**src/rtl/pidc_pkg.sv**
```systemverilog
// Shared types, widths and helpers for the PID controller step block.
// Used by every module under rtl/; depends on nothing else.
`timescale 1ns / 1ps

package pidc_pkg;

  localparam int MEAS_W  = 16;
  localparam int DIFF_W  = 17;   // difference of two 16-bit values
  localparam int GAIN_W  = 32;
  localparam int LIM_W   = 16;
  localparam int FRAC_W  = 16;
  localparam int PROD_W  = GAIN_W + DIFF_W;
  localparam int INTEG_W = 40;
  localparam int ACC_W   = PROD_W + 2;
  localparam int ADDR_W  = 5;
  localparam int DATA_W  = 32;
  localparam int QDEPTH  = 2;
  localparam int QPTR_W  = 1;
  localparam int QCNT_W  = 2;

  localparam logic [2:0] REG_GAIN_P   = 3'd0;
  localparam logic [2:0] REG_GAIN_I   = 3'd1;
  localparam logic [2:0] REG_GAIN_D   = 3'd2;
  localparam logic [2:0] REG_LIM_LO   = 3'd3;
  localparam logic [2:0] REG_LIM_HI   = 3'd4;
  localparam logic [2:0] REG_PROP_ERR = 3'd5;

  localparam logic signed [LIM_W-1:0] LIM_LO_RST = 16'sd0;
  localparam logic signed [LIM_W-1:0] LIM_HI_RST = 16'sd255;

  typedef struct packed {
    logic signed [DIFF_W-1:0] err;
    logic signed [DIFF_W-1:0] dmeas;
  } item_t;

  typedef struct packed {
    logic signed [GAIN_W-1:0] kp;
    logic signed [GAIN_W-1:0] ki;
    logic signed [GAIN_W-1:0] kd;
    logic signed [LIM_W-1:0]  lim_lo;
    logic signed [LIM_W-1:0]  lim_hi;
    logic                     prop_on_error;
  } cfg_t;

  // Upper limit tested first; if lo > hi, v above hi gives hi, else lo.
  function automatic logic signed [ACC_W-1:0] clamp_q(
    input logic signed [ACC_W-1:0] v,
    input logic signed [LIM_W-1:0] lo,
    input logic signed [LIM_W-1:0] hi
  );
    logic signed [ACC_W-1:0] hi_q;
    logic signed [ACC_W-1:0] lo_q;
    hi_q = {{(ACC_W-LIM_W-FRAC_W){hi[LIM_W-1]}}, hi, {FRAC_W{1'b0}}};
    lo_q = {{(ACC_W-LIM_W-FRAC_W){lo[LIM_W-1]}}, lo, {FRAC_W{1'b0}}};
    if (v > hi_q) begin
      clamp_q = hi_q;
    end else if (v < lo_q) begin
      clamp_q = lo_q;
    end else begin
      clamp_q = v;
    end
  endfunction

endpackage

```
**src/rtl/pidc_front.sv**
```systemverilog
// Front end: takes a request, forms error and measurement change, and
// tracks the previous measurement. Depends on pidc_pkg.
`timescale 1ns / 1ps

module pidc_front (
  input  logic                              clk,
  input  logic                              rst_n,
  input  logic                              in_valid,
  input  logic signed [pidc_pkg::MEAS_W-1:0] in_measurement,
  input  logic signed [pidc_pkg::MEAS_W-1:0] in_setpoint,
  input  logic                              q_full,
  output logic                              in_stall,
  output logic                              push,
  output pidc_pkg::item_t                   push_item
);
  import pidc_pkg::*;

  logic signed [MEAS_W-1:0] prev_meas_r;

  assign in_stall = q_full;
  assign push     = in_valid && !q_full;

  assign push_item.err   = DIFF_W'(in_setpoint) - DIFF_W'(in_measurement);
  assign push_item.dmeas = DIFF_W'(in_measurement) - DIFF_W'(prev_meas_r);

  always_ff @(posedge clk) begin
    if (!rst_n) begin
      prev_meas_r <= '0;
    end else if (push) begin
      prev_meas_r <= in_measurement;
    end
  end

endmodule

```
**config.mk**
```make
export PLATFORM = sky130hd
export DESIGN_NAME = pidc_front
export DESIGN_NICKNAME = d
export VERILOG_FILES = /design/src/rtl/pidc_pkg.sv /design/src/rtl/pidc_front.sv
export SDC_FILE = /design/constraint.sdc
export NUM_CORES = 1
export LEC_CHECK = 0
export BUFFER_PORTS_ARGS = -buffer_cell sky130_fd_sc_hd__buf_2
export CAP_MARGIN = 20
export CORE_AREA = 2 2 86 88
export CTS_CLUSTER_DIAMETER = 150
export DETAILED_ROUTE_END_ITERATION = 12
export DIE_AREA = 0 0 88 90
export SYNTH_ARGS = -nofsm -noshare
export SYNTH_HDL_FRONTEND = slang
export SYNTH_SLANG_ARGS = --single-unit
```
**constraint.sdc**
```tcl
create_clock -name clk -period 2.9 [get_ports clk]
set_clock_uncertainty 0.15 [all_clocks]
set_input_delay 0.29 -clock clk [delete_from_list [all_inputs] [get_ports clk]]
set_output_delay 0.29 -clock clk [all_outputs]
set_load 0.01 [all_outputs]
```
==> results.json <==
{
  "status": "finished, final reports clean",
  "overflow": 0,
  "drive_gt1_share_pct": 26.6,
  "ys_seq_area_share_pct": 13.6,
  "cap_violations": 0,
  "tritoncts": "built",
  "synth_fa_ha_area_share_pct": 18.7,
  "rr_worst_depth": 2,
  "synth_top_family_by_area": "compound AO/OA/AOI/OAI gates",
  "grt_first_pass_wirelength_um": 10300,
  "clock_path_buffers": 2,
  "start_kind": "register",
  "path_class": "register to output pin",
  "maxSlewHeadroom_pct": 72.9,
  "vdd_drop_max_mv": 0.167,
  "chipHeight_um": 90,
  "cp-startpoint": "prev_meas_r[1]$_SDFFE_PN0P_",
  "die_width_um": 88,
  "clkSinkCount": 16,
  "place_hpwl_um": 5170,
  "wl_met1_um": 2950,
  "wl_um": 6250,
  "first_pass_iters": 4,
  "top_layer": "met4",
  "ys_top_cells_by_area": "ha_1 (17%), dfxtp_1 (14%), inv_1 (7.3%)",
  "core_area_mm2": 0.00702,
  "io_pins": 72,
  "grtUsageTotal_pct": 15.4,
  "gp_congestion": 0.831,
  "synth-xor-area-share_pct": 8.16,
  "ys_ff_latch": 16,
  "wl_per_cell_um": 12.6,
  "power_density_mw_per_mm2": 353,
  "p_seq_share_pct": 22.5,
  "synth_area_mm2": 0.00236,
  "fmax_mhz": 359,
  "rrSetupSlack_ns": 2.10,
  "total_leakage_power_nw": 1.37,
  "synthFlopType": "dfxtp_1",
  "hold_path.class": "input pin to register",
  "muxShareOfSynthArea_pct": 0.954,
  "netlist_instances": 324,
  "hold_buffers": 0,
  "setup_ws_ns": 0.113,
  "ys_top_cells_by_count": "inv_1 (46), nand2_1 (37), ha_1 (32), a21oi_1 (19), xnor2_1 (18)",
  "post-synth-top-count-cell": "inv_1",
  "cts-buffers-inserted": 3,
  "area_growth_pct": 26.1,
  "synth-simple-area-share_pct": 20.5,
  "crit_end": "push_item[13]",
  "cp_data_required_time_ns": 2.46,
  "combPwrFrac_pct": 58.4,
  "wl_met3_um": 311,
  "r2r-end": "prev_meas_r[0]$_SDFFE_PN0P_",
  "dpl_cell_area_mm2": 0.00283,
  "synth_compound_area_share_pct": 29.4,
  "syn_avg_cell_area_um2": 7.29,
  "clockRootBuffer": "clkbuf_8",
  "clock_latency_ns": 0.25,
  "portBuffers": 71,
  "slew_viol_final": 0,
  "yosysWarningCount": 0,
  "synth.distinct_cells": 55,
  "routed-via-count": 2475,
  "synth_nets": 394,
  "largest_register": "prev_meas_r",
  "cts_max_level": 1,
  "synth_area_leader_cell": "ha_1",
  "initial_core_util_pct": 33.6,
  "fin_crit_sh_pct": 96.1,
  "finalNetCount": 469,
  "switching_share_pct": 39.9,
  "place_ws_ns": 0.0683,
  "yosysTopAreaCellShare_pct": 17.0,
  "grt_start_max_net_pins": 18,
  "first_iter_violations": 92,
  "ant_nets": 0,
  "cp_max_fo": 3,
  "fin_area_mm2": 0.00298,
  "finalHoldViolCount": 0,
  "rows": 31,
  "rr_startpoint": "prev_meas_r[0]$_SDFFE_PN0P_",
  "dieArea_mm2": 0.00792,
  "worst_slew_pin_slew_ns": 0.404,
  "first_global_vias": 2383,
  "synth-edff-count": 0,
  "largest_reg_flops": 16,
  "worstPathArrival_ns": 2.35,
  "wl_met2_um": 2950,
  "period_needed_ns": 2.79,
  "async_flop_share_pct": 0,
  "clkPwrFrac_pct": 19.1,
  "p_sw_w": 0.000420,
  "intPower_w": 0.000631,
  "clk_pin_slew_ns": 0.07,
  "reg_top3": "prev_meas_r (16)",
  "end_kind": "output pin",
  "drc": 0,
  "p_total_w": 0.00105,
  "routed_via_density": 4.98,
  "setup_violations": 0,
  "antenna_cells": 0,
  "antenna_found_initial": 0
}
==> through the flow <==
step	cells	setup TNS (ns)	hold WS (ns)	utilization (%)
2_1_floorplan	324	0	0.285	-
6_report	497	0	0.164	42.4
3_5_place_dp	489	0	0.307	40.2
4_1_cts	495	0	0.160	41.3
3_3_place_gp	489	0	0.301	40.2
5_1_grt	497	-0.000306	0.167	42.4
==> how the worst min path moves through the flow <==
stage,from,end,slack (ns),cells after the start
after floorplan,in_measurement[0],prev_meas_r[0]$_SDFFE_PN0P_,0.28,2
after global placement,prev_meas_r[10]$_SDFFE_PN0P_,prev_meas_r[10]$_SDFFE_PN0P_,0.30,2
after detailed placement,prev_meas_r[13]$_SDFFE_PN0P_,prev_meas_r[13]$_SDFFE_PN0P_,0.31,2
after CTS,in_measurement[15],prev_meas_r[15]$_SDFFE_PN0P_,0.16,3
after global routing,in_measurement[14],prev_meas_r[14]$_SDFFE_PN0P_,0.17,3
final,in_measurement[10],prev_meas_r[10]$_SDFFE_PN0P_,0.16,3
==> layout make-up <==
cell class / instances / area [um2]
multi-input cells: 254 / 1900
clock buffers: 4 / 55.1
repair buffers: 77 / 400
inverters: 47 / 176
fillers: 743 / 4040
flip-flops and latches: 16 / 324
well taps: 99 / 124
==> critical path: stages (launching register included) <==
cell	delay, ns
dfxtp_2	0.35
inv_1	0.06
ha_1	0.27
nor2b_1	0.15
o31a_1	0.28
o311a_1	0.31
nor3_1	0.21
o21ai_0	0.16
xnor2_1	0.16
buf_2	0.15
==> routing by layer <==
| layer | track usage, % | up-vias |
|---|---|---|
| li1 | - | 1291 |
| met1 | 20.1 | 1117 |
| met3 | 3.21 | 4 |
| met4 | 1.67 | 0 |
| met2 | 26.8 | 63 |
| met5 | 0 | - |
==> cells by family after synthesis <==
group / count (synthesis)
AND/OR/NAND/NOR: 98
AO/OA/AOI/OAI: 98
adder cells (fa/ha/maj): 34
buffers and inverters: 54
multiplexers: 2
XOR/XNOR: 22
flip-flops: 16
==> layout by cell type, fill, tap and decap left out, drive strengths merged, types with 6 or more instances in the layout <==
cell    synthesis  routed
dfxtp          16      16
and3            6       6
nand2          37      37
nor2           14      14
a21oi          20      20
xnor2          18      18
a21boi         18      18
a31oi           6       6
o21ai          15      15
nand3           9       9
buf             2      77
o21a            6       6
ha             32      32
inv            46      46
a21o            6       6
==> what timing repair did <==
item	in CTS	in global routing
setup endpoints to repair	2	9
buffers inserted	2	2
pin swaps	2	3
resized for setup	2	15
==> power groups by stage <==
stage | sequential, W | clock (W) | combinational, W
floorplan | 0.000239 | 0 | 0.000402
global placement | 0.000240 | 0 | 0.000586
detailed placement | 0.000240 | 0 | 0.000591
CTS | 0.000235 | 0.000207 | 0.000600
global route | 0.000237 | 0.000222 | 0.000684
finish | 0.000236 | 0.000201 | 0.000614
Power figures use the tool's default switching activity.
