`src/rtl/pidc_pkg.sv`:
```
// Shared types, widths and helpers for the PID controller step block.
// Used by every module under rtl/; depends on nothing else.
`timescale 1ns / 1ps

package pidc_pkg;

  localparam int MEAS_W  = 16;
  localparam int DIFF_W  = 17;   // difference of two 16-bit values
  localparam int GAIN_W  = 32;
  localparam int LIM_W   = 16;
  localparam int FRAC_W  = 16;
  localparam int PROD_W  = GAIN_W + DIFF_W;
  localparam int INTEG_W = 40;
  localparam int ACC_W   = PROD_W + 2;
  localparam int ADDR_W  = 5;
  localparam int DATA_W  = 32;
  localparam int QDEPTH  = 2;
  localparam int QPTR_W  = 1;
  localparam int QCNT_W  = 2;

  localparam logic [2:0] REG_GAIN_P   = 3'd0;
  localparam logic [2:0] REG_GAIN_I   = 3'd1;
  localparam logic [2:0] REG_GAIN_D   = 3'd2;
  localparam logic [2:0] REG_LIM_LO   = 3'd3;
  localparam logic [2:0] REG_LIM_HI   = 3'd4;
  localparam logic [2:0] REG_PROP_ERR = 3'd5;

  localparam logic signed [LIM_W-1:0] LIM_LO_RST = 16'sd0;
  localparam logic signed [LIM_W-1:0] LIM_HI_RST = 16'sd255;

  typedef struct packed {
    logic signed [DIFF_W-1:0] err;
    logic signed [DIFF_W-1:0] dmeas;
  } item_t;

  typedef struct packed {
    logic signed [GAIN_W-1:0] kp;
    logic signed [GAIN_W-1:0] ki;
    logic signed [GAIN_W-1:0] kd;
    logic signed [LIM_W-1:0]  lim_lo;
    logic signed [LIM_W-1:0]  lim_hi;
    logic                     prop_on_error;
  } cfg_t;

  // Upper limit tested first; if lo > hi, v above hi gives hi, else lo.
  function automatic logic signed [ACC_W-1:0] clamp_q(
    input logic signed [ACC_W-1:0] v,
    input logic signed [LIM_W-1:0] lo,
    input logic signed [LIM_W-1:0] hi
  );
    logic signed [ACC_W-1:0] hi_q;
    logic signed [ACC_W-1:0] lo_q;
    hi_q = {{(ACC_W-LIM_W-FRAC_W){hi[LIM_W-1]}}, hi, {FRAC_W{1'b0}}};
    lo_q = {{(ACC_W-LIM_W-FRAC_W){lo[LIM_W-1]}}, lo, {FRAC_W{1'b0}}};
    if (v > hi_q) begin
      clamp_q = hi_q;
    end else if (v < lo_q) begin
      clamp_q = lo_q;
    end else begin
      clamp_q = v;
    end
  endfunction

endpackage

```
`src/rtl/pidc_regs.sv`:
```
// Configuration register file behind the APB-style port.
// Depends on pidc_pkg.
`timescale 1ns / 1ps

module pidc_regs (
  input  logic                       clk,
  input  logic                       rst_n,
  input  logic                       psel,
  input  logic                       penable,
  input  logic                       pwrite,
  input  logic [pidc_pkg::ADDR_W-1:0] paddr,
  input  logic [pidc_pkg::DATA_W-1:0] pwdata,
  output logic [pidc_pkg::DATA_W-1:0] prdata,
  output logic                       pready,
  output pidc_pkg::cfg_t             cfg
);
  import pidc_pkg::*;

  cfg_t       cfg_r;
  logic [2:0] idx;
  logic       wr_en;

  assign idx    = paddr[ADDR_W-1:2];
  assign pready = 1'b1;
  assign wr_en  = psel && penable && pwrite && pready;
  assign cfg    = cfg_r;

  always_ff @(posedge clk) begin
    if (!rst_n) begin
      cfg_r.kp            <= '0;
      cfg_r.ki            <= '0;
      cfg_r.kd            <= '0;
      cfg_r.lim_lo        <= LIM_LO_RST;
      cfg_r.lim_hi        <= LIM_HI_RST;
      cfg_r.prop_on_error <= 1'b1;
    end else if (wr_en) begin
      case (idx)
        REG_GAIN_P:   cfg_r.kp            <= pwdata;
        REG_GAIN_I:   cfg_r.ki            <= pwdata;
        REG_GAIN_D:   cfg_r.kd            <= pwdata;
        REG_LIM_LO:   cfg_r.lim_lo        <= pwdata[LIM_W-1:0];
        REG_LIM_HI:   cfg_r.lim_hi        <= pwdata[LIM_W-1:0];
        REG_PROP_ERR: cfg_r.prop_on_error <= pwdata[0];
        default: ;
      endcase
    end
  end

  always_comb begin
    case (idx)
      REG_GAIN_P:   prdata = cfg_r.kp;
      REG_GAIN_I:   prdata = cfg_r.ki;
      REG_GAIN_D:   prdata = cfg_r.kd;
      REG_LIM_LO:   prdata = DATA_W'(cfg_r.lim_lo);
      REG_LIM_HI:   prdata = DATA_W'(cfg_r.lim_hi);
      REG_PROP_ERR: prdata = DATA_W'(cfg_r.prop_on_error);
      default:      prdata = '0;
    endcase
  end

endmodule

```
`config.mk`:
```
export PLATFORM = sky130hd
export DESIGN_NAME = pidc_regs
export DESIGN_NICKNAME = d
export VERILOG_FILES = /design/src/rtl/pidc_pkg.sv /design/src/rtl/pidc_regs.sv
export SDC_FILE = /design/constraint.sdc
export NUM_CORES = 1
export LEC_CHECK = 0
export BUFFER_PORTS_ARGS = -buffer_cell sky130_fd_sc_hd__buf_4
export CELL_PAD_IN_SITES_DETAIL_PLACEMENT = 0
export CELL_PAD_IN_SITES_GLOBAL_PLACEMENT = 2
export CORE_UTILIZATION = 27
export CTS_CLUSTER_DIAMETER = 50
export DETAILED_ROUTE_END_ITERATION = 16
export PLACE_DENSITY = 0.72
export SYNTH_ARGS = -nofsm -noshare
export SYNTH_HDL_FRONTEND = slang
export SYNTH_SLANG_ARGS = --single-unit
export TNS_END_PERCENT = 5
```
`constraint.sdc`:
```
create_clock -name clk -period 1.3 [get_ports clk]
set_input_delay 0.195 -clock clk [delete_from_list [all_inputs] [get_ports clk]]
set_output_delay 0.195 -clock clk [all_outputs]
set_load 0.02 [all_outputs]
```
==> impl_metrics.csv <==
group,metric,value,unit
status,outcome,"finished with violations",
status,violations,"negative setup slack",
pwr,p_comb_frac,0.099,
finish,layout-drive-gt1-share,0.4434,
clock_tree,clk_pin_slew,0.06,ns
pwr,pwr-share-seq,0.404,
global_routing,use_met2,0.2881,
pwr,intPower,0.007526,W
global_routing,grt_usage,0.1774,
clock_tree,holdBufCountCts,0,
clock_tree,cts_buffer_depth,2,
die,core-area,22090,µm²
global_routing,gr-usage-met1,0.2309,
drt,first_iter_violations,206,
pwr,peakVddDrop,646.6,µV
drt,final_antenna_net_count,0,
finish,final_area,9399,µm²
drt,dr.pass1.iters,6,
critical_path,required,1.11,ns
critical_path,critPathKind,"reg -> out",
clock_tree,cts_sinks,129,
clock_tree,clockRootBuffer,"clkbuf_16",
die,initial_utilization,0.2794,
die,ios,204,
global_routing,grt_pass1_wl,32150,µm
drt,vias,5511,
global_routing,gr-usage-met3,0.04480,
logic_synthesis,synth_warnings,0,
placed_design,dpl_cell_area,8554,µm²
timing,final.setup.worst_slack,-0.5218,ns
logic_synthesis,synth_fp_nets,663,
logic_synthesis,ys_types,29,
timing,slew_violations,0,
drt,drc,0,
logic_synthesis,ys_ff_latch,129,
pwr,power.share.clock,0.498,
drt,wl_per_cell,18.32,µm
global_routing,gr-max-usage-layer,"met2",
global_routing,grt_max_degree,38,
clock_tree,cts_made_buffers,17,
timing,fin_skew,0,ns
placed_design,portBuffers,200,
clock_tree,cts_tree,"built",
critical_path,cp-start-kind,"flip-flop",
pwr,design_power_total,0.009942,W
drt,vias_per_cell,4.809,
global_routing,grt_pass1_vias,5534,
timing,rsz0062_at_grt,"true",
finish,layout.cells.non_filler,1146,
timing,min_period_over_period,1.401,
die,die_height,153.2,µm
pwr,p_switching,0.002416,W
critical_path,critPathCaptureType,"primary output",
logic_synthesis,syn_inst,621,
timing,timing.hold.ws,0.06858,ns
clock_tree,htreeDepth,4,
pwr,leakagePower,3.826,nW
job,drv_cap,0,
placed_design,dp_slack,-0.2320,ns
placed_design,place_hpwl,15320,µm
drt,wl,20990,µm
timing,min_period,1.822,ns
die,num_rows,54,
placed_design,place_inst,1114,
finish,largest_register_ffs,129,
timing,fmax,0.5489,GHz
logic_synthesis,netlist_area,6172,µm²
logic_synthesis,yosysSeqAreaShare,0.4184,
clock_tree,insertion_delay,0.41,ns
critical_path,cp_data_arrival_time,1.63,ns
pwr,p_per_area,1058,nW/µm²
finish,syn_to_final_growth,52.28,%
critical_path,path_max_fanout,3,
die,dieArea,23470,µm²
pwr,p_sw_frac,0.2430,
global_routing,gr-total-overflow,0,
finish,num_antenna_cells,0,
timing,hold_viol_final,0,
logic_synthesis,syn_area_per_cell,9.939,µm²
hold_path,hold_path.class,"in -> reg",
finish,nets,896,
die,dieWidth,153.2,µm
global_routing,antenna_found_initial,0,
placed_design,place.gp.congestion,0.8034,
timing,setup_viol,32,
cells by family (layout without fill, tap and decap cells):
family	Yosys count	count (layout)	synth area share
AOI/OAI and AO/OA	79	79	0.09771
buffers and inverters	60	305	0.07176
DFF	129	129	0.4184
muxes	165	165	0.2684
other	1	1	0.0006076
and+or+nand+nor	187	187	0.1431
layout make-up:
cell class                      count  area, µm²
Clock buffer                       19      452.9
Fill cell                        2128      12690
Timing Repair Buffer              266       2306
Inverter                            8      30.03
Multi-Input combinational cell    432       3463
Tap cell                          280      350.3
Sequential cell                   129       2640
Clock inverter                     12      156.4
metrics by stage:
stage	TNS (ns)	util
after floorplan	-0.5819	-
after global placement	-22.89	0.3872
after detailed placement	-26.37	0.3872
after CTS	-12.39	0.4248
after global routing	-13.60	0.4254
final	-11.32	0.4254
layout by cell type (no fill, tap or decap), drive strengths merged:
cell,instances
nor2,6
or2,2
mux2i,161
mux2,4
a22oi,6
clkbuf,19
clkinvlp,2
nand2b,19
bufinv,3
o311ai,9
o22ai,3
buf,266
o221ai,18
a32oi,1
inv,10
nand4,1
o21ai,20
o21a,11
conb,1
nor2b,4
clkinv,5
dfxtp,129
nand2,154
o2bb2ai,11
nand4b,1
synth_stat cells:
library cell | count | area (µm²)
a22oi_1 | 6 | 45.04
a32oi_2 | 1 | 16.27
buf_1 | 2 | 7.510
buf_12 | 10 | 200.2
buf_2 | 11 | 55.05
buf_4 | 5 | 37.54
buf_6 | 3 | 33.78
clkbuf_1 | 21 | 78.83
conb_1 | 1 | 3.750
dfxtp_1 | 129 | 2582
inv_1 | 8 | 30.03
mux2_2 | 4 | 45.04
mux2i_1 | 161 | 1612
nand2_1 | 154 | 578.1
nand2b_1 | 19 | 118.9
nand4_4 | 1 | 21.27
nand4b_4 | 1 | 23.77
nor2_1 | 1 | 3.750
nor2_8 | 5 | 100.1
nor2b_1 | 4 | 25.02
o21a_1 | 11 | 82.58
o21ai_0 | 9 | 45.04
o21ai_1 | 11 | 55.05
o221ai_1 | 18 | 157.7
o22ai_1 | 3 | 18.77
o2bb2ai_1 | 11 | 96.34
o311ai_1 | 8 | 70.07
o311ai_2 | 1 | 16.27
or2_1 | 2 | 12.51
power groups by stage:
stage                     registers, W  clock network [W]  logic (W)
after floorplan                0.00413                  0   0.000491
after global placement         0.00410                  0   0.000939
after detailed placement       0.00410                  0   0.000948
after CTS                      0.00401            0.00507   0.000981
after global routing           0.00402            0.00525    0.00105
final                          0.00401            0.00495   0.000980
metal layers:
metal  vias up  routed length [µm]
met5         -                   0
met4         0                 263
met3        17                1315
met2       189                9545
met1      2678                9865
li1       2627                   -
worst paths after layout:
path | from | cells past startpoint | to | slack, ns
worst max-delay path | cfg[16] | 5 | prdata[16] | -0.52
worst min-delay path | pwdata[2] | 3 | cfg[3] | 0.07
worst max register to register | cfg[32] | 3 | cfg[32] | 0.59
worst min register to register | cfg[13] | 2 | cfg[13] | 0.47
critical path, stage by stage, from the launching register on:
cell	delay [ns]
dfxtp_4	0.34
nor2b_4	0.12
a32oi_4	0.26
buf_4	0.22
o221ai_4	0.10
buf_4	0.17
timing repair:
| action | 4_1_cts | 5_1_grt |
|---|---|---|
| setup buffers | 2 | 0 |
| resized for setup | 77 | 18 |
| gates cloned | 1 | 0 |
| pin swaps | 11 | 1 |
| endpoints found under the setup margin | 32 | 32 |
| hold endpoints to repair | 0 | 0 |
Power figures use the tool's default switching activity.
