### src/rtl/pidc_pkg.sv
// Shared types, widths and helpers for the PID controller step block.
// Used by every module under rtl/; depends on nothing else.
`timescale 1ns / 1ps

package pidc_pkg;

  localparam int MEAS_W  = 16;
  localparam int DIFF_W  = 17;   // difference of two 16-bit values
  localparam int GAIN_W  = 32;
  localparam int LIM_W   = 16;
  localparam int FRAC_W  = 16;
  localparam int PROD_W  = GAIN_W + DIFF_W;
  localparam int INTEG_W = 40;
  localparam int ACC_W   = PROD_W + 2;
  localparam int ADDR_W  = 5;
  localparam int DATA_W  = 32;
  localparam int QDEPTH  = 2;
  localparam int QPTR_W  = 1;
  localparam int QCNT_W  = 2;

  localparam logic [2:0] REG_GAIN_P   = 3'd0;
  localparam logic [2:0] REG_GAIN_I   = 3'd1;
  localparam logic [2:0] REG_GAIN_D   = 3'd2;
  localparam logic [2:0] REG_LIM_LO   = 3'd3;
  localparam logic [2:0] REG_LIM_HI   = 3'd4;
  localparam logic [2:0] REG_PROP_ERR = 3'd5;

  localparam logic signed [LIM_W-1:0] LIM_LO_RST = 16'sd0;
  localparam logic signed [LIM_W-1:0] LIM_HI_RST = 16'sd255;

  typedef struct packed {
    logic signed [DIFF_W-1:0] err;
    logic signed [DIFF_W-1:0] dmeas;
  } item_t;

  typedef struct packed {
    logic signed [GAIN_W-1:0] kp;
    logic signed [GAIN_W-1:0] ki;
    logic signed [GAIN_W-1:0] kd;
    logic signed [LIM_W-1:0]  lim_lo;
    logic signed [LIM_W-1:0]  lim_hi;
    logic                     prop_on_error;
  } cfg_t;

  // Upper limit tested first; if lo > hi, v above hi gives hi, else lo.
  function automatic logic signed [ACC_W-1:0] clamp_q(
    input logic signed [ACC_W-1:0] v,
    input logic signed [LIM_W-1:0] lo,
    input logic signed [LIM_W-1:0] hi
  );
    logic signed [ACC_W-1:0] hi_q;
    logic signed [ACC_W-1:0] lo_q;
    hi_q = {{(ACC_W-LIM_W-FRAC_W){hi[LIM_W-1]}}, hi, {FRAC_W{1'b0}}};
    lo_q = {{(ACC_W-LIM_W-FRAC_W){lo[LIM_W-1]}}, lo, {FRAC_W{1'b0}}};
    if (v > hi_q) begin
      clamp_q = hi_q;
    end else if (v < lo_q) begin
      clamp_q = lo_q;
    end else begin
      clamp_q = v;
    end
  endfunction

endpackage

### src/rtl/pidc_queue.sv
// Two-entry queue between the front end and the arithmetic back end.
// Depends on pidc_pkg.
`timescale 1ns / 1ps

module pidc_queue (
  input  logic            clk,
  input  logic            rst_n,
  input  logic            push,
  input  pidc_pkg::item_t push_item,
  output logic            full,
  output logic            q_valid,
  output pidc_pkg::item_t q_item,
  input  logic            pop
);
  import pidc_pkg::*;

  item_t             slot_r [QDEPTH];
  logic [QPTR_W-1:0] wr_ptr_r;
  logic [QPTR_W-1:0] rd_ptr_r;
  logic [QCNT_W-1:0] count_r;

  assign full    = (count_r == QCNT_W'(QDEPTH));
  assign q_valid = (count_r != '0);
  assign q_item  = slot_r[rd_ptr_r];

  always_ff @(posedge clk) begin
    if (push) begin
      slot_r[wr_ptr_r] <= push_item;
    end
  end

  always_ff @(posedge clk) begin
    if (!rst_n) begin
      wr_ptr_r <= '0;
      rd_ptr_r <= '0;
      count_r  <= '0;
    end else begin
      if (push) begin
        wr_ptr_r <= wr_ptr_r + 1'b1;
      end
      if (pop) begin
        rd_ptr_r <= rd_ptr_r + 1'b1;
      end
      case ({push, pop})
        2'b10:   count_r <= count_r + 1'b1;
        2'b01:   count_r <= count_r - 1'b1;
        default: count_r <= count_r;
      endcase
    end
  end

endmodule

### config.mk
export PLATFORM = sky130hd
export DESIGN_NAME = pidc_queue
export DESIGN_NICKNAME = d
export VERILOG_FILES = /design/src/rtl/pidc_pkg.sv /design/src/rtl/pidc_queue.sv
export SDC_FILE = /design/constraint.sdc
export NUM_CORES = 1
export LEC_CHECK = 0
export ABC_AREA = 1
export BUFFER_PORTS_ARGS = -buffer_cell sky130_fd_sc_hd__buf_2
export CAP_MARGIN = 10
export CORE_MARGIN = 1.5
export CORE_UTILIZATION = 45
export DETAILED_ROUTE_END_ITERATION = 16
export PLACE_DENSITY = 0.7
export SLEW_MARGIN = 20
export SYNTH_ARGS = -nofsm -noshare
export SYNTH_HDL_FRONTEND = slang
export SYNTH_SLANG_ARGS = --single-unit
### constraint.sdc
create_clock -name clk -period 2.58 [get_ports clk]
set_clock_uncertainty 0.1 [all_clocks]
set_input_delay 0 -clock clk [delete_from_list [all_inputs] [get_ports clk]]
set_output_delay 0 -clock clk [all_outputs]
set_load 0.03 [all_outputs]
==> reports/metrics.cfg, run 1 <==
[run_status]
outcome=complete, no violations

[global_route]
use_met3_pct=4.84
grtUsageMet2_pct=26.8
grt_first_pass_wirelength_mm=7.35
grt_pass1_vias=1641
busiest_layer=met2
grt_max_degree=35
grt.total_usage_pct=15.6
antenna_found_initial=0
overflow=0
grtUsageMet1_pct=16.3

[synth]
synth_commonest_cells=68 x edfxtp_1, 30 x mux2_4, 11 x nor2_1, 9 x nand2_1, 6 x inv_1
postSynth.asyncResetShare_pct=0
ys_ff_latch=73
yosysMostFrequentCell=edfxtp_1
synth_area_leader_cell=edfxtp_1
seq_area_frac_synth_pct=75.6
yosysWarnings=0
syn_inst=141
synth_top_area_share_pct=72.0
synth_edf_count=68
avgSynthCellArea_sq_um=20.1
synth_flop_cell=edfxtp_1
yosys-top-cells-area=edfxtp_1 72%, mux2_4 16%, dfxtp_1 3.5%
synth.distinct_cells=13
syn_area_sq_um=2840
synth_nets=180

[routing]
routed_wl_mm=4.91
drtIter0Drc=44
vias=1580
drtPass1Iterations=4
vias_per_cell=4.61
wl_per_cell_microns=14.3
ant_nets=0
drc=0

[cts]
cts.sinks=73
cts_buffers=9
cts.clk_slew.worst_paths_ns=0.07
cts_setup_buffers=0
clk_path_buf_depth=2
cts_root_buf=clkbuf_8
cts_htree_levels=3
holdBufCountCts=38
clk_latency_ns=0.33
cts_resized=0
cts_tree=yes

[worst_setup_path]
crit_arrival_ns=1.77
cp-end-kind=output pin
timing.rr.start=wr_ptr_r
cp-start-kind=flip-flop
crit_fanout=14
worstPathRequired_ns=2.48
worstSetupPathType=flip-flop to output pin

[power_and_ir_drop]
ir_drop_mv=0.362
powerDensity_nw_per_um2=675
p_leak_nw=1.58

[final_layout]
multi_input_area_sq_um=607
fin_nets=302
n_antenna_cell=0
area_growth_pct=34.9
finish.utilization_pct=63.8
drive_gt1_share_pct=47.4
fillers=432
seq_area_sq_um=2140

[worst_hold_path]
min-delay-start=push_item[17]
worstHoldPathType=input port to flip-flop

[sta]
finalCriticalPeriod_ns=1.87
tightestPinTransition_ns=0.462
tns_ns=0
setup_viol=0
finalMaxSlewViolations=0
worst_slew_margin_rel_pct=69.2
timing.hold.ws_ns=0.285
rsz0062_at_grt=no
hold_viol=0
fmax_mhz=535
post-route-period-util_pct=72.5

[floorplanning]
dieArea_sq_um=6790
initial_core_util_pct=47.3
die_h_microns=82.4
fp-row-count=28
die_x_microns=82.4
io_pins=74
coreArea_sq_um=5990

[placement]
globalplace.congestion=0.652
dpl.hpwl_mm=3.16
numPortBuffers=73

[job]
cap_violations=0

power breakdown:
part           switching [W]  leakage, nW  internal (W)
sequential         0.0000259        0.680       0.00137
clock               0.000376       0.0968      0.000422
combinational       0.000215        0.800      0.000178
total               0.000617         1.58       0.00197
metrics by stage:
step	cells	power [W]	cell area, sq um	setup slack, ns
6_report	343	0.00258	3820	0.710
5_1_grt	343	0.00269	3820	0.606
4_1_cts	343	0.00261	3820	0.659
3_5_place_dp	289	0.00177	3260	1.02
3_3_place_gp	289	0.00176	3260	1.05
2_1_floorplan	141	0.00167	2840	0.295
sequential cells by signal, indices dropped and copies added, names as in the netlist, named ones only:
name      count
count_r       2
rd_ptr_r      1
slot_r       68
wr_ptr_r      1
final timing paths:
kind / to / slack (ns) / cells after the start
setup reg to reg: slot_r[1][23] / 1.19 / 3
hold reg to reg: count_r[1] / 0.42 / 2
setup / recovery: q_item[16] / 0.71 / 3
hold / removal: slot_r[1][17] / 0.28 / 2
cell usage in the layout, fill, tap and decap left out:
cell type	instances
inv_1	6
clkinv_1	1
nor2_1	10
edfxtp_1	68
dfxtp_2	1
buf_4	4
clkinv_2	2
nand4_1	1
mux2_4	30
nor2_4	1
dfxtp_1	4
ha_1	1
nand2_1	9
clkbuf_1	1
a21oi_1	1
buf_2	73
o21ai_0	1
mux2_2	4
clkbuf_8	12
dlygate4sd3_1	38
layer usage:
layer / part of all wire, % / up-vias
met5: 0 / -
met4: 3.3 / 0
met3: 4.3 / 12
met2: 54 / 46
met1: 39 / 751
li1: - / 771
layout make-up:
type	instances	area share, %
flip-flops and latches	73	56.0
repair buffers	115	20.3
multi-input cells	58	15.9
clock buffers	13	4.42
well taps	75	2.45
inverters	6	0.589
clock inverters	3	0.360
kinds of logic (layout without fill, tap and decap cells):
| group | after synthesis | in the layout | synth area share (%) |
|---|---|---|---|
| flops | 73 | 73 | 75.6 |
| mux | 34 | 34 | 17.5 |
| simple gates | 21 | 21 | 2.87 |
| fa+ha+maj | 1 | 1 | 0.441 |
| buf+inv | 10 | 137 | 3.31 |
| compound gates | 2 | 2 | 0.353 |
worst max-delay path, cell delays in order, from the launching register on:
cell	delay, ns
dfxtp_2	0.56
buf_4	0.33
mux2_2	0.37
buf_2	0.18
No activity file was read; power rests on OpenSTA's default activity.
==> run 2: changes to the inputs <==
==> constraint.sdc (replaced) <==
create_clock -name clk -period 1.8 [get_ports clk]
set_clock_uncertainty 0.1 [all_clocks]
set_input_delay 0 -clock clk [delete_from_list [all_inputs] [get_ports clk]]
set_output_delay 0 -clock clk [all_outputs]
set_load 0.03 [all_outputs]
==> reports/metrics.cfg, run 2 (synthesis gave the netlist of run 1 again) <==
[worst_setup_path]
slowest_delay_ns=0.45  ; was 0.56 ns
cpMaxStageDelayCell=dfxtp_4  ; was dfxtp_2
cp-end-kind=output pin  ; unchanged
worstPathRequired_ns=1.70  ; was 2.48 ns
crit_fanout=10  ; was 14
cp_top_family=flip-flops  ; unchanged
cp-start-kind=flip-flop  ; unchanged
path_cells=buf_4 -> mux2_4 -> buf_2  ; was buf_4 -> mux2_2 -> buf_2
worst-path-buf-inv=2  ; unchanged
crit_arrival_ns=1.55  ; was 1.77 ns
worstSetupPathType=flip-flop to output pin  ; unchanged

[power_and_ir_drop]
ir_drop_mv=0.640  ; was 0.362 mV
p_total_w=0.00390  ; was 0.00258 W
powerDensity_nw_per_um2=1000  ; was 675 nW/um^2
p_leak_nw=1.60  ; was 1.58 nW

[final_layout]
drive_gt1_share_pct=47.4  ; unchanged
fin_nets=302  ; unchanged
fin_area_sq_um=3890  ; was 3820 sq um
largest_reg_flops=68  ; unchanged
finish.utilization_pct=65.0  ; was 63.8%
fillers=424  ; was 432
final_cell_mix=73 x buf_2, 68 x edfxtp_1, 38 x dlygate4sd3_1, 30 x mux2_4, 10 x nor2_1  ; was 73 x buf_2, 68 x edfxtp_1, 38 x dlygate4sd3_1, 30 x mux2_4, 12 x clkbuf_8
multi_input_area_sq_um=607  ; unchanged
largest_registers=slot_r: 68 flops, count_r: 2 flops  ; unchanged
seq_area_sq_um=2150  ; was 2140 sq um
registers.top_by_ff_count=slot_r  ; unchanged
final_common_cell=buf_2  ; unchanged
n_antenna_cell=0  ; unchanged
area_growth_pct=37.2  ; was 34.9%

[placement]
globalplace.congestion=0.715  ; was 0.652
dpl.hpwl_mm=3.04  ; was 3.16 mm
dpl_cell_area_sq_um=3300  ; was 3260 sq um
post-place-ws_ns=0.404  ; was 1.02 ns
numPortBuffers=73  ; unchanged

[floorplanning]
coreArea_sq_um=5990  ; unchanged
fp-row-count=28  ; unchanged
initial_core_util_pct=47.3  ; unchanged
die_h_microns=82.4  ; unchanged
dieArea_sq_um=6790  ; unchanged
io_pins=74  ; unchanged
die_x_microns=82.4  ; unchanged

[routing]
wl_per_cell_microns=14.4  ; was 14.3 microns
routed_wl_mm=4.92  ; was 4.91 mm
vias_per_cell=4.61  ; unchanged
drtIter0Drc=109  ; was 44
drtPass1Iterations=4  ; unchanged
vias=1580  ; unchanged
ant_nets=0  ; unchanged
drc=0  ; unchanged

[run_status]
outcome=complete, no violations  ; unchanged

[sta]
tns_ns=0  ; unchanged
tightestPinTransition_ns=0.196  ; was 0.462 ns
finalMaxSlewViolations=0  ; unchanged
hold_viol=0  ; unchanged
setup_viol=0  ; unchanged
worst_slack_ns=0.152  ; was 0.710 ns
rsz0062_at_grt=no  ; unchanged
finalCriticalPeriod_ns=1.65
post-route-period-util_pct=91.6
fmax_mhz=607
worst_slew_margin_rel_pct=86.9  ; was 69.2%

[global_route]
grt.total_usage_pct=15.4  ; was 15.6%
grt_max_degree=35  ; unchanged
overflow=0  ; unchanged
antenna_found_initial=0  ; unchanged
grt_pass1_vias=1687  ; was 1,641
grt_first_pass_wirelength_mm=7.27  ; was 7.35 mm

[cts]
cts_setup_buffers=0  ; unchanged
cts.clk_slew.worst_paths_ns=0.07  ; about the same
clk_latency_ns=0.33  ; about the same
cts_tree=yes  ; unchanged
cts_buffers=9  ; unchanged
cts_root_buf=clkbuf_8  ; unchanged
clk_path_buf_depth=2  ; unchanged
cts.sinks=73  ; unchanged
cts_htree_levels=3  ; unchanged

[job]
cap_violations=0  ; unchanged

[worst_hold_path]
worstHoldPathType=input port to flip-flop  ; unchanged

-- run 2: report_power, final --
part	internal, W	total [W]	switching (W)
clock	0.000765	0.00133	0.000568
sequential	0.00196	0.00199	0.0000348
combinational	0.000267	0.000579	0.000312
total	0.00299	0.00390	0.000915
-- run 2: worst register-to-register path, cell delays in order (launching register included) --
cell and delay (ns):
dfxtp_1 0.39, nand2_1 0.09, nand2_1 0.06, nor2_1 0.04
dlygate4sd3_1 0.54
-- run 2: final timing paths --
check / start / end / slack (ns) / cells after the start
worst min register to register: count_r[1] / count_r[1] / 0.42 / 2
worst max-delay path: flip-flop / q_item[3] / 0.15 / 3
worst max register to register: wr_ptr_r / wr_ptr_r / 0.48 / 4
worst min-delay path: push_item[30] / slot_r[0][30] / 0.28 / 2
-- run 2: stage by stage --
| stage | instances | hold WS, ns |
|---|---|---|
| 5_1_grt | 343 | 0.277 |
| 3_5_place_dp | 289 | 0.0924 |
| 6_report | 343 | 0.282 |
| 4_1_cts | 343 | 0.255 |
| 2_1_floorplan | 141 | -0.00113 |
| 3_3_place_gp | 289 | 0.0877 |
-- run 2: area by class of cell --
cell class / count / area share (%)
clock buffer: 9 / 3.18
timing repair buffer: 115 / 20.9
sequential: 73 / 55.1
multi-input combinational: 58 / 15.6
inverter: 6 / 0.579
tap: 75 / 2.41
clock inverter: 7 / 2.19
-- run 2: routing by layer --
metal  global-route usage, %  vias up  part of all wire, %
li1                        -      771                    -
met2                    26.4       51                   54
met3                    4.29       10                  5.8
met1                    16.2      748                   38
met4                    11.0        0                  2.1
met5                       0        -                    0
-- run 2: repair_timing --
item / CTS / global route
hold buffers: 38 / 0
gates resized for setup: 0 / 1
setup endpoints to repair: 0 / 10
hold endpoints to repair: 73 / 0
